--- config.mk ---
export PLATFORM = sky130hd
export DESIGN_NAME = ipv4_dotted_quad_parser
export DESIGN_NICKNAME = d
export VERILOG_FILES = /design/src/design/ipv4_pkg.sv /design/src/design/ipv4_dotted_quad_parser.sv /design/src/design/ipv4_front.sv /design/src/design/ipv4_queue.sv /design/src/design/ipv4_back.sv
export SDC_FILE = /design/constraint.sdc
export NUM_CORES = 1
export LEC_CHECK = 0
export BUFFER_PORTS_ARGS = -buffer_cell sky130_fd_sc_hd__buf_2
export CORE_AREA = 3 3 115 117
export DETAILED_ROUTE_END_ITERATION = 8
export DIE_AREA = 0 0 118 120
export PLACE_DENSITY = 0.77
export SLEW_MARGIN = 20
export SYNTH_ARGS = -nofsm -noshare
export SYNTH_HDL_FRONTEND = slang
export SYNTH_SLANG_ARGS = --single-unit
--- constraint.sdc ---
create_clock -name clk -period 9.2 [get_ports clk]
set_input_delay 1.84 -clock clk [delete_from_list [all_inputs] [get_ports clk]]
set_output_delay 1.84 -clock clk [all_outputs]
set_load 0.01 [all_outputs]
--- src/design/ipv4_pkg.sv ---
// Shared types and constants of the IPv4 dotted-quad parser.
package ipv4_pkg;

	localparam logic [7:0] CHAR_DOT   = 8'h2E;
	localparam logic [7:0] CHAR_ZERO  = 8'h30;
	localparam logic [7:0] CHAR_NINE  = 8'h39;
	localparam logic [2:0] MAX_DIGITS = 3'd3;
	localparam logic [2:0] SAT_COUNT  = 3'd4;
	localparam logic [2:0] DOTS_OK    = 3'd3;
	localparam logic [9:0] MAX_OCTET  = 10'd255;

	localparam int Q_DEPTH = 4;
	localparam int Q_PTR_W = $clog2(Q_DEPTH);
	localparam int Q_CNT_W = $clog2(Q_DEPTH + 1);

	typedef enum logic [2:0] {
		ST_OK      = 3'd0,
		ST_PARTS   = 3'd1,
		ST_EMPTY   = 3'd2,
		ST_LONG    = 3'd3,
		ST_BADCHAR = 3'd4,
		ST_RANGE   = 3'd5
	} status_t;

	typedef enum logic [1:0] {
		KIND_NONE  = 2'd0,
		KIND_DOT   = 2'd1,
		KIND_DIGIT = 2'd2,
		KIND_OTHER = 2'd3
	} char_kind_t;

	typedef struct packed {
		char_kind_t  kind;
		logic [3:0]  digit;
		logic        last;
	} char_req_t;

endpackage

--- src/design/ipv4_dotted_quad_parser.sv ---
// Top level of the IPv4 dotted-quad parser.
// The input channel (in_valid, in_stall) takes one character request per cycle
// while in_stall is low: character, has_character and last. A request with last
// set closes the string and produces exactly one result request on the output
// channel (out_valid, out_stall): the packed address, first octet in bits 31..24,
// and a status. The address is zero whenever the status is not ok.
// A character accepted at one clock edge is classified and written into a
// four-entry queue; the back end consumes one request per cycle, though a
// request ending a string waits while a stalled result is held, so the
// sustained rate is one character per cycle. A string's result is written to the
// result register as its last character leaves the queue and held there while
// out_stall is high. The back end keeps draining characters that do not end a
// string; the queue fills only when a finished result waits, and in_stall rises
// when the queue is full. Reset clears the queue, the parse state and the result
// valid flag (not address and status): a fresh string starts with no result pending.
module ipv4_dotted_quad_parser (
	input  logic        clk,
	input  logic        arst_n,
	input  logic        in_valid,
	output logic        in_stall,
	input  logic [7:0]  character,
	input  logic        has_character,
	input  logic        last,
	output logic        out_valid,
	input  logic        out_stall,
	output logic [31:0] address,
	output logic [2:0]  status
);

	ipv4_pkg::char_req_t push_data;
	ipv4_pkg::char_req_t pop_data;
	logic                push;
	logic                pop;
	logic                full;
	logic                not_empty;

	ipv4_front u_front (
		.in_valid      (in_valid),
		.in_stall      (in_stall),
		.character     (character),
		.has_character (has_character),
		.last          (last),
		.q_full        (full),
		.q_push        (push),
		.q_data        (push_data)
	);

	ipv4_queue u_queue (
		.clk       (clk),
		.arst_n    (arst_n),
		.push      (push),
		.push_data (push_data),
		.full      (full),
		.pop       (pop),
		.not_empty (not_empty),
		.pop_data  (pop_data)
	);

	ipv4_back u_back (
		.clk         (clk),
		.arst_n      (arst_n),
		.q_not_empty (not_empty),
		.q_data      (pop_data),
		.q_pop       (pop),
		.out_valid   (out_valid),
		.out_stall   (out_stall),
		.address     (address),
		.status      (status)
	);

endmodule

--- src/design/ipv4_front.sv ---
// Front end: accepts characters and classifies them into queue requests.
module ipv4_front (
	input  logic                in_valid,
	output logic                in_stall,
	input  logic [7:0]          character,
	input  logic                has_character,
	input  logic                last,
	input  logic                q_full,
	output logic                q_push,
	output ipv4_pkg::char_req_t q_data
);

	logic [7:0] offset;

	assign offset   = character - ipv4_pkg::CHAR_ZERO;
	assign in_stall = q_full;
	assign q_push   = in_valid && !q_full;

	always_comb begin
		q_data.last  = last;
		q_data.digit = offset[3:0];
		if (!has_character) begin
			q_data.kind = ipv4_pkg::KIND_NONE;
		end else if (character == ipv4_pkg::CHAR_DOT) begin
			q_data.kind = ipv4_pkg::KIND_DOT;
		end else if (character >= ipv4_pkg::CHAR_ZERO && character <= ipv4_pkg::CHAR_NINE) begin
			q_data.kind = ipv4_pkg::KIND_DIGIT;
		end else begin
			q_data.kind = ipv4_pkg::KIND_OTHER;
		end
	end

endmodule

--- src/design/ipv4_queue.sv ---
// Short request queue between the front end and the back end.
module ipv4_queue (
	input  logic                clk,
	input  logic                arst_n,
	input  logic                push,
	input  ipv4_pkg::char_req_t push_data,
	output logic                full,
	input  logic                pop,
	output logic                not_empty,
	output ipv4_pkg::char_req_t pop_data
);

	ipv4_pkg::char_req_t                 mem_q [ipv4_pkg::Q_DEPTH];
	logic [ipv4_pkg::Q_PTR_W-1:0]        wr_ptr_q;
	logic [ipv4_pkg::Q_PTR_W-1:0]        rd_ptr_q;
	logic [ipv4_pkg::Q_CNT_W-1:0]        count_q;

	assign full      = (count_q == ipv4_pkg::Q_CNT_W'(ipv4_pkg::Q_DEPTH));
	assign not_empty = (count_q != '0);
	assign pop_data  = mem_q[rd_ptr_q];

	always_ff @(posedge clk) begin
		if (push) begin
			mem_q[wr_ptr_q] <= push_data;
		end
	end

	always_ff @(posedge clk or negedge arst_n) begin
		if (!arst_n) begin
			wr_ptr_q <= '0;
			rd_ptr_q <= '0;
			count_q  <= '0;
		end else begin
			if (push) begin
				wr_ptr_q <= wr_ptr_q + 1'b1;
			end
			if (pop) begin
				rd_ptr_q <= rd_ptr_q + 1'b1;
			end
			if (push && !pop) begin
				count_q <= count_q + 1'b1;
			end else if (pop && !push) begin
				count_q <= count_q - 1'b1;
			end
		end
	end

endmodule

--- src/design/ipv4_back.sv ---
// Back end: per-part parse state, final judgment and the result register.
module ipv4_back (
	input  logic                clk,
	input  logic                arst_n,
	input  logic                q_not_empty,
	input  ipv4_pkg::char_req_t q_data,
	output logic                q_pop,
	output logic                out_valid,
	input  logic                out_stall,
	output logic [31:0]         address,
	output logic [2:0]          status
);

	logic [2:0]        dot_count_q;
	logic [2:0]        digit_count_q;
	logic [9:0]        octet_value_q;
	logic              bad_char_q;
	ipv4_pkg::status_t first_err_q;
	logic [31:0]       addr_so_far_q;
	logic              out_valid_q;
	logic [31:0]       address_q;
	ipv4_pkg::status_t status_q;

	logic [2:0]        dot_a;
	logic [2:0]        dc_a;
	logic [9:0]        ov_a;
	logic              bad_a;
	ipv4_pkg::status_t fe_a;
	logic [31:0]       addr_a;
	ipv4_pkg::status_t err_dot;
	ipv4_pkg::status_t err_end;
	ipv4_pkg::status_t final_status;
	logic [31:0]       final_addr;
	logic              out_free;

	function automatic ipv4_pkg::status_t part_err(input logic [2:0] dc, input logic bad,
			input logic [9:0] ov);
		ipv4_pkg::status_t e;
		if (dc == 3'd0) begin
			e = ipv4_pkg::ST_EMPTY;
		end else if (dc > ipv4_pkg::MAX_DIGITS) begin
			e = ipv4_pkg::ST_LONG;
		end else if (bad) begin
			e = ipv4_pkg::ST_BADCHAR;
		end else if (ov > ipv4_pkg::MAX_OCTET) begin
			e = ipv4_pkg::ST_RANGE;
		end else begin
			e = ipv4_pkg::ST_OK;
		end
		return e;
	endfunction

	assign out_free  = !out_valid_q || !out_stall;
	assign q_pop     = q_not_empty && (!q_data.last || out_free);
	assign out_valid = out_valid_q;
	assign address   = address_q;
	assign status    = status_q;
	assign err_dot   = part_err(digit_count_q, bad_char_q, octet_value_q);

	always_comb begin
		dot_a  = dot_count_q;
		dc_a   = digit_count_q;
		ov_a   = octet_value_q;
		bad_a  = bad_char_q;
		fe_a   = first_err_q;
		addr_a = addr_so_far_q;
		case (q_data.kind)
			ipv4_pkg::KIND_DOT: begin
				if (first_err_q == ipv4_pkg::ST_OK) begin
					fe_a = err_dot;
					if (err_dot == ipv4_pkg::ST_OK) begin
						addr_a = {addr_so_far_q[23:0], octet_value_q[7:0]};
					end
				end
				dc_a  = '0;
				ov_a  = '0;
				bad_a = 1'b0;
				if (dot_count_q < ipv4_pkg::SAT_COUNT) begin
					dot_a = dot_count_q + 3'd1;
				end
			end
			ipv4_pkg::KIND_DIGIT: begin
				if (digit_count_q < ipv4_pkg::MAX_DIGITS) begin
					ov_a = {octet_value_q[6:0], 3'b000} + {octet_value_q[8:0], 1'b0}
						+ {6'd0, q_data.digit};
				end
				if (digit_count_q < ipv4_pkg::SAT_COUNT) begin
					dc_a = digit_count_q + 3'd1;
				end
			end
			ipv4_pkg::KIND_OTHER: begin
				bad_a = 1'b1;
				if (digit_count_q < ipv4_pkg::SAT_COUNT) begin
					dc_a = digit_count_q + 3'd1;
				end
			end
			default: begin
			end
		endcase
	end

	always_comb begin
		err_end = part_err(dc_a, bad_a, ov_a);
		if (dot_a != ipv4_pkg::DOTS_OK) begin
			final_status = ipv4_pkg::ST_PARTS;
		end else if (fe_a != ipv4_pkg::ST_OK) begin
			final_status = fe_a;
		end else begin
			final_status = err_end;
		end
		if (final_status == ipv4_pkg::ST_OK) begin
			final_addr = {addr_a[23:0], ov_a[7:0]};
		end else begin
			final_addr = '0;
		end
	end

	always_ff @(posedge clk or negedge arst_n) begin
		if (!arst_n) begin
			dot_count_q   <= '0;
			digit_count_q <= '0;
			octet_value_q <= '0;
			bad_char_q    <= 1'b0;
			first_err_q   <= ipv4_pkg::ST_OK;
			addr_so_far_q <= '0;
			out_valid_q   <= 1'b0;
		end else begin
			if (q_pop && q_data.last) begin
				dot_count_q   <= '0;
				digit_count_q <= '0;
				octet_value_q <= '0;
				bad_char_q    <= 1'b0;
				first_err_q   <= ipv4_pkg::ST_OK;
				addr_so_far_q <= '0;
			end else if (q_pop) begin
				dot_count_q   <= dot_a;
				digit_count_q <= dc_a;
				octet_value_q <= ov_a;
				bad_char_q    <= bad_a;
				first_err_q   <= fe_a;
				addr_so_far_q <= addr_a;
			end
			if (q_pop && q_data.last) begin
				out_valid_q <= 1'b1;
			end else if (!out_stall) begin
				out_valid_q <= 1'b0;
			end
		end
	end

	always_ff @(posedge clk) begin
		if (q_pop && q_data.last) begin
			address_q <= final_addr;
			status_q  <= final_status;
		end
	end

endmodule

==> out/qor.txt <==
=======================================================================================
Status ...................................................................    completed
Top cells by area in the synthesized netlist ............................. edfxtp_1 (32%), dfrtp_1 (22%), ha_1 (5.5%)
ANT nets after route .....................................................            0
Hold buffer count at cts .................................................            0
Antenna diode count ......................................................            0
TritonCTS clock tree .....................................................        built
Power after layout .......................................................      2.34 mW
Relative max-transition margin ...........................................        53.8%
Total congestion overflow after global routing ...........................            0
# placed instances .......................................................          715
Area share of the leading cell type in the synthesized netlist ...........        31.8%
Post-synth net total .....................................................          557
Final TNS setup ..........................................................         0 ns
Number of antenna violations at the first check in global routing ........            0
Number of design rule violations left after detail routing ...............            0
Clock skew after layout ..................................................   0.00632 ns
Number of synthesized flops with an enable pin ...........................           63
Post-synthesis sequential area ratio .....................................        53.7%
Power density over cell area .............................................  338 mW/mm^2
Overall track demand over capacity in global routing .....................        17.9%
Via count ................................................................         4056
Maximum vdd drop .........................................................     0.196 mV
Number of violations reported at the end of detailed-routing iteration 0 .          256
CTS H-tree lvls ..........................................................            4
Slew of the pin with the lowest slew margin ..............................     0.693 ns
Setup violators final ....................................................            0
Number of placed I/O pins ................................................           51
Max Cap Violations .......................................................            0
Unrepaired setup endpoints after global routing ..........................           no
Die Outline Area ......................................................... 0.0142 sq mm
X dimension of the die ...................................................       118 um
CP Capture Type ..........................................................         flop
Kind of start point of the critical path .................................         flop
Average cell area after synthesis ........................................   11.6 sq um
Inserted Clock Buffers ...................................................           17
Share of final-layout standard cells stronger than drive strength 1 ......        22.9%
Share of async-settable or async-resettable flops after synthesis ........        45.2%
Hold Path End ............................................................ u_queue.count_q[2]$_DFFE_PN0P_
Wire length after detailed routing .......................................     12100 um
Max-slew violations ......................................................            0
Share of the cycle needed by the critical path after routing .............        45.1%
Post-synthesis instance total ............................................          514
Final critical-path required period ......................................      4.15 ns
WL per Instance ..........................................................      16.1 um
Hold Vio Cnt, Final ......................................................            0
Pin count of the biggest net entering global routing .....................           53
Crit Reg-Reg Startpoint .................................................. u_queue.rd_ptr_q[0]$_DFFE_PN0P_
Detailed placer's ending HPWL ............................................      8370 um
Endpoint required time on the critical path ..............................      9.43 ns
Lkg Pwr ..................................................................      2.86 nW
Depth of the worst register-to-register path .............................           10
Post-synthesis register bit count ........................................          115
Number of warnings reported in the yosys synthesis log ...................            0
Number of vias per cell after detailed routing ...........................         5.42
Core area ................................................................ 0.0125 sq mm
Post-layout instance count excluding filler cells ........................          748
Netlist cell types .......................................................           57
First-pass GRT wire length ...............................................     20000 um
Number of cells upsized or downsized after cts ...........................            0
Area of the mapped netlist ............................................... 0.00595 sq mm
Path class of the lowest-slack min-delay path ............................ flop to flop
Crit path max fanout .....................................................           33
Total of buffers placed on input and output ports ........................           50
Reg-to-reg setup timing slack ............................................      5.05 ns
Number of global-route vias before repair ................................         3916
Setup fix buffers added after clock tree synthesis .......................            0
CTS Buffer Depth .........................................................            2
Clock latency at the later pin of the worst-skew pair ....................      0.42 ns
WS Path Type ............................................................. flop to flop
Hold depth ...............................................................            1
Clock transition at path regs ............................................      0.05 ns
Worst reg2reg path endpoint .............................................. u_back.address[0]$_SDFFCE_PP0P_
Height of the chip .......................................................       120 um
Finished Core Util .......................................................        55.7%
Timing-limited maximum frequency .........................................      241 MHz
Launch point of the worst hold path ...................................... u_queue.count_q[2]$_DFFE_PN0P_
Initial core utilization .................................................        47.7%
Crit path DAT ............................................................      4.38 ns
Count of standard-cell rows ..............................................           41
Number of clock sinks seen by CTS ........................................          115
Drt first pass iters .....................................................            4
Layout net count .........................................................          606
CTS Root Buffer Type .....................................................    clkbuf_16
Area growth syn-to-layout ................................................        16.8%
Main synth FF type .......................................................     edfxtp_1
Routability Congestion ...................................................        0.884
Post-synth top area cell .................................................     edfxtp_1
=======================================================================================
-- where the power goes --
| part | internal, mW | switching, mW |
|---|---|---|
| combinational | 0.314 | 0.575 |
| sequential | 0.706 | 0.0833 |
| clock | 0.429 | 0.238 |
-- cells by family (layout without fill, tap and decap cells) --
logic type,count (synthesis),after routing,share of synthesized area [%]
compound gates,111,111,11.7
xor+xnor,12,12,1.77
fa+ha+maj,29,29,6.48
buf+inv,47,109,3.93
flops,115,115,53.7
mux,28,28,6.27
simple gates,172,172,16.1
-- flip-flops by register name, indices dropped and copies added, names as in the netlist, 3 cells and up --
name                  flops
u_queue.mem_q            28
u_back.dot_count_q        3
u_back.digit_count_q      3
u_back.addr_so_far_q     24
u_back.address           32
u_back.status             3
u_queue.count_q           3
u_back.first_err_q        3
u_back.octet_value_q     10
-- layer usage --
| metal | part of all wire (%) | track usage (%) | vias up |
|---|---|---|---|
| met2 | 47 | 27.3 | 103 |
| met3 | 5.0 | 5.94 | 17 |
| met1 | 47 | 24.0 | 1964 |
| li1 | - | - | 1972 |
| met4 | 1.4 | 6.67 | 0 |
| met5 | 0 | 0 | - |
-- cells in the mapped netlist (3+ instances only) --
| master | n |
|---|---|
| a211oi_1 | 3 |
| a21o_1 | 4 |
| a21oi_1 | 23 |
| a22o_1 | 4 |
| and2_1 | 7 |
| buf_2 | 7 |
| buf_6 | 6 |
| clkbuf_1 | 12 |
| dfrtp_1 | 52 |
| edfxtp_1 | 63 |
| fa_1 | 3 |
| ha_1 | 26 |
| inv_1 | 20 |
| mux2i_1 | 20 |
| mux4_2 | 6 |
| nand2_1 | 68 |
| nand3_1 | 15 |
| nor2_1 | 20 |
| nor2b_1 | 6 |
| nor3_1 | 13 |
| nor3_2 | 30 |
| nor3b_1 | 3 |
| o211ai_1 | 4 |
| o21ai_0 | 41 |
| o21ai_1 | 7 |
| o21bai_1 | 6 |
| xnor2_1 | 8 |
| xor2_1 | 4 |
-- cell usage in the layout (no fill, tap or decap), types with 6 or more instances in the layout --
cell / netlist / routed
a21oi_1: 23 / 23
and2_1: 7 / 7
buf_2: 7 / 50
buf_4: 1 / 6
clkbuf_16: 0 / 17
dfrtp_1: 52 / 52
edfxtp_1: 63 / 63
ha_1: 26 / 26
inv_1: 20 / 20
mux2i_1: 20 / 20
mux4_2: 6 / 6
nand2_1: 68 / 68
nand3_1: 15 / 15
nor2_1: 20 / 19
nor2b_1: 6 / 6
nor3_1: 13 / 13
nor3_2: 30 / 30
o21ai_0: 41 / 41
o21ai_1: 7 / 6
o21bai_1: 6 / 6
xnor2_1: 8 / 8
-- how the worst max path moves through the flow --
stage / slack (ns) / to / cells past startpoint / from
floorplan: 5.75 / u_back.address[7]$_SDFFCE_PP0P_ / 13 / u_queue.rd_ptr_q[1]$_DFFE_PN0P_
global placement: 5.18 / u_back.status[2]$_DFFE_PP_ / 10 / u_queue.rd_ptr_q[0]$_DFFE_PN0P_
detailed placement: 5.06 / u_back.address[0]$_SDFFCE_PP0P_ / 10 / u_queue.rd_ptr_q[0]$_DFFE_PN0P_
CTS: 5.04 / u_back.address[0]$_SDFFCE_PP0P_ / 10 / u_queue.rd_ptr_q[0]$_DFFE_PN0P_
global route: 4.84 / u_back.address[0]$_SDFFCE_PP0P_ / 10 / u_queue.rd_ptr_q[0]$_DFFE_PN0P_
finish: 5.05 / u_back.address[0]$_SDFFCE_PP0P_ / 10 / u_queue.rd_ptr_q[0]$_DFFE_PN0P_
-- critical path, stage by stage (launching register included) --
cell	delay, ns
dfrtp_1	0.65
mux4_2	0.57
ha_1	0.31
ha_1	0.25
fa_1	0.43
a211oi_1	0.42
o211ai_1	0.15
o41ai_2	0.10
o32ai_1	0.16
o32a_4	0.59
nor3_1	0.32
-- stage by stage --
| step | worst slack (ns) | instance area, sq um | hold WS (ns) |
|---|---|---|---|
| 2_1_floorplan | 5.75 | 5950 | 0.456 |
| 3_3_place_gp | 5.18 | 6310 | 0.477 |
| 3_5_place_dp | 5.06 | 6310 | 0.505 |
| 4_1_cts | 5.04 | 6920 | 0.517 |
| 5_1_grt | 4.84 | 6950 | 0.548 |
| 6_report | 5.05 | 6950 | 0.511 |
-- final cells by class --
class	count	area, sq um
timing repair buffer	57	323
clock buffer	18	429
multi-input combinational	352	2530
clock inverter	14	178
sequential	115	3190
inverter	20	75.1
fill	1032	5520
tap	172	215
(Power assumes the default switching activity.)
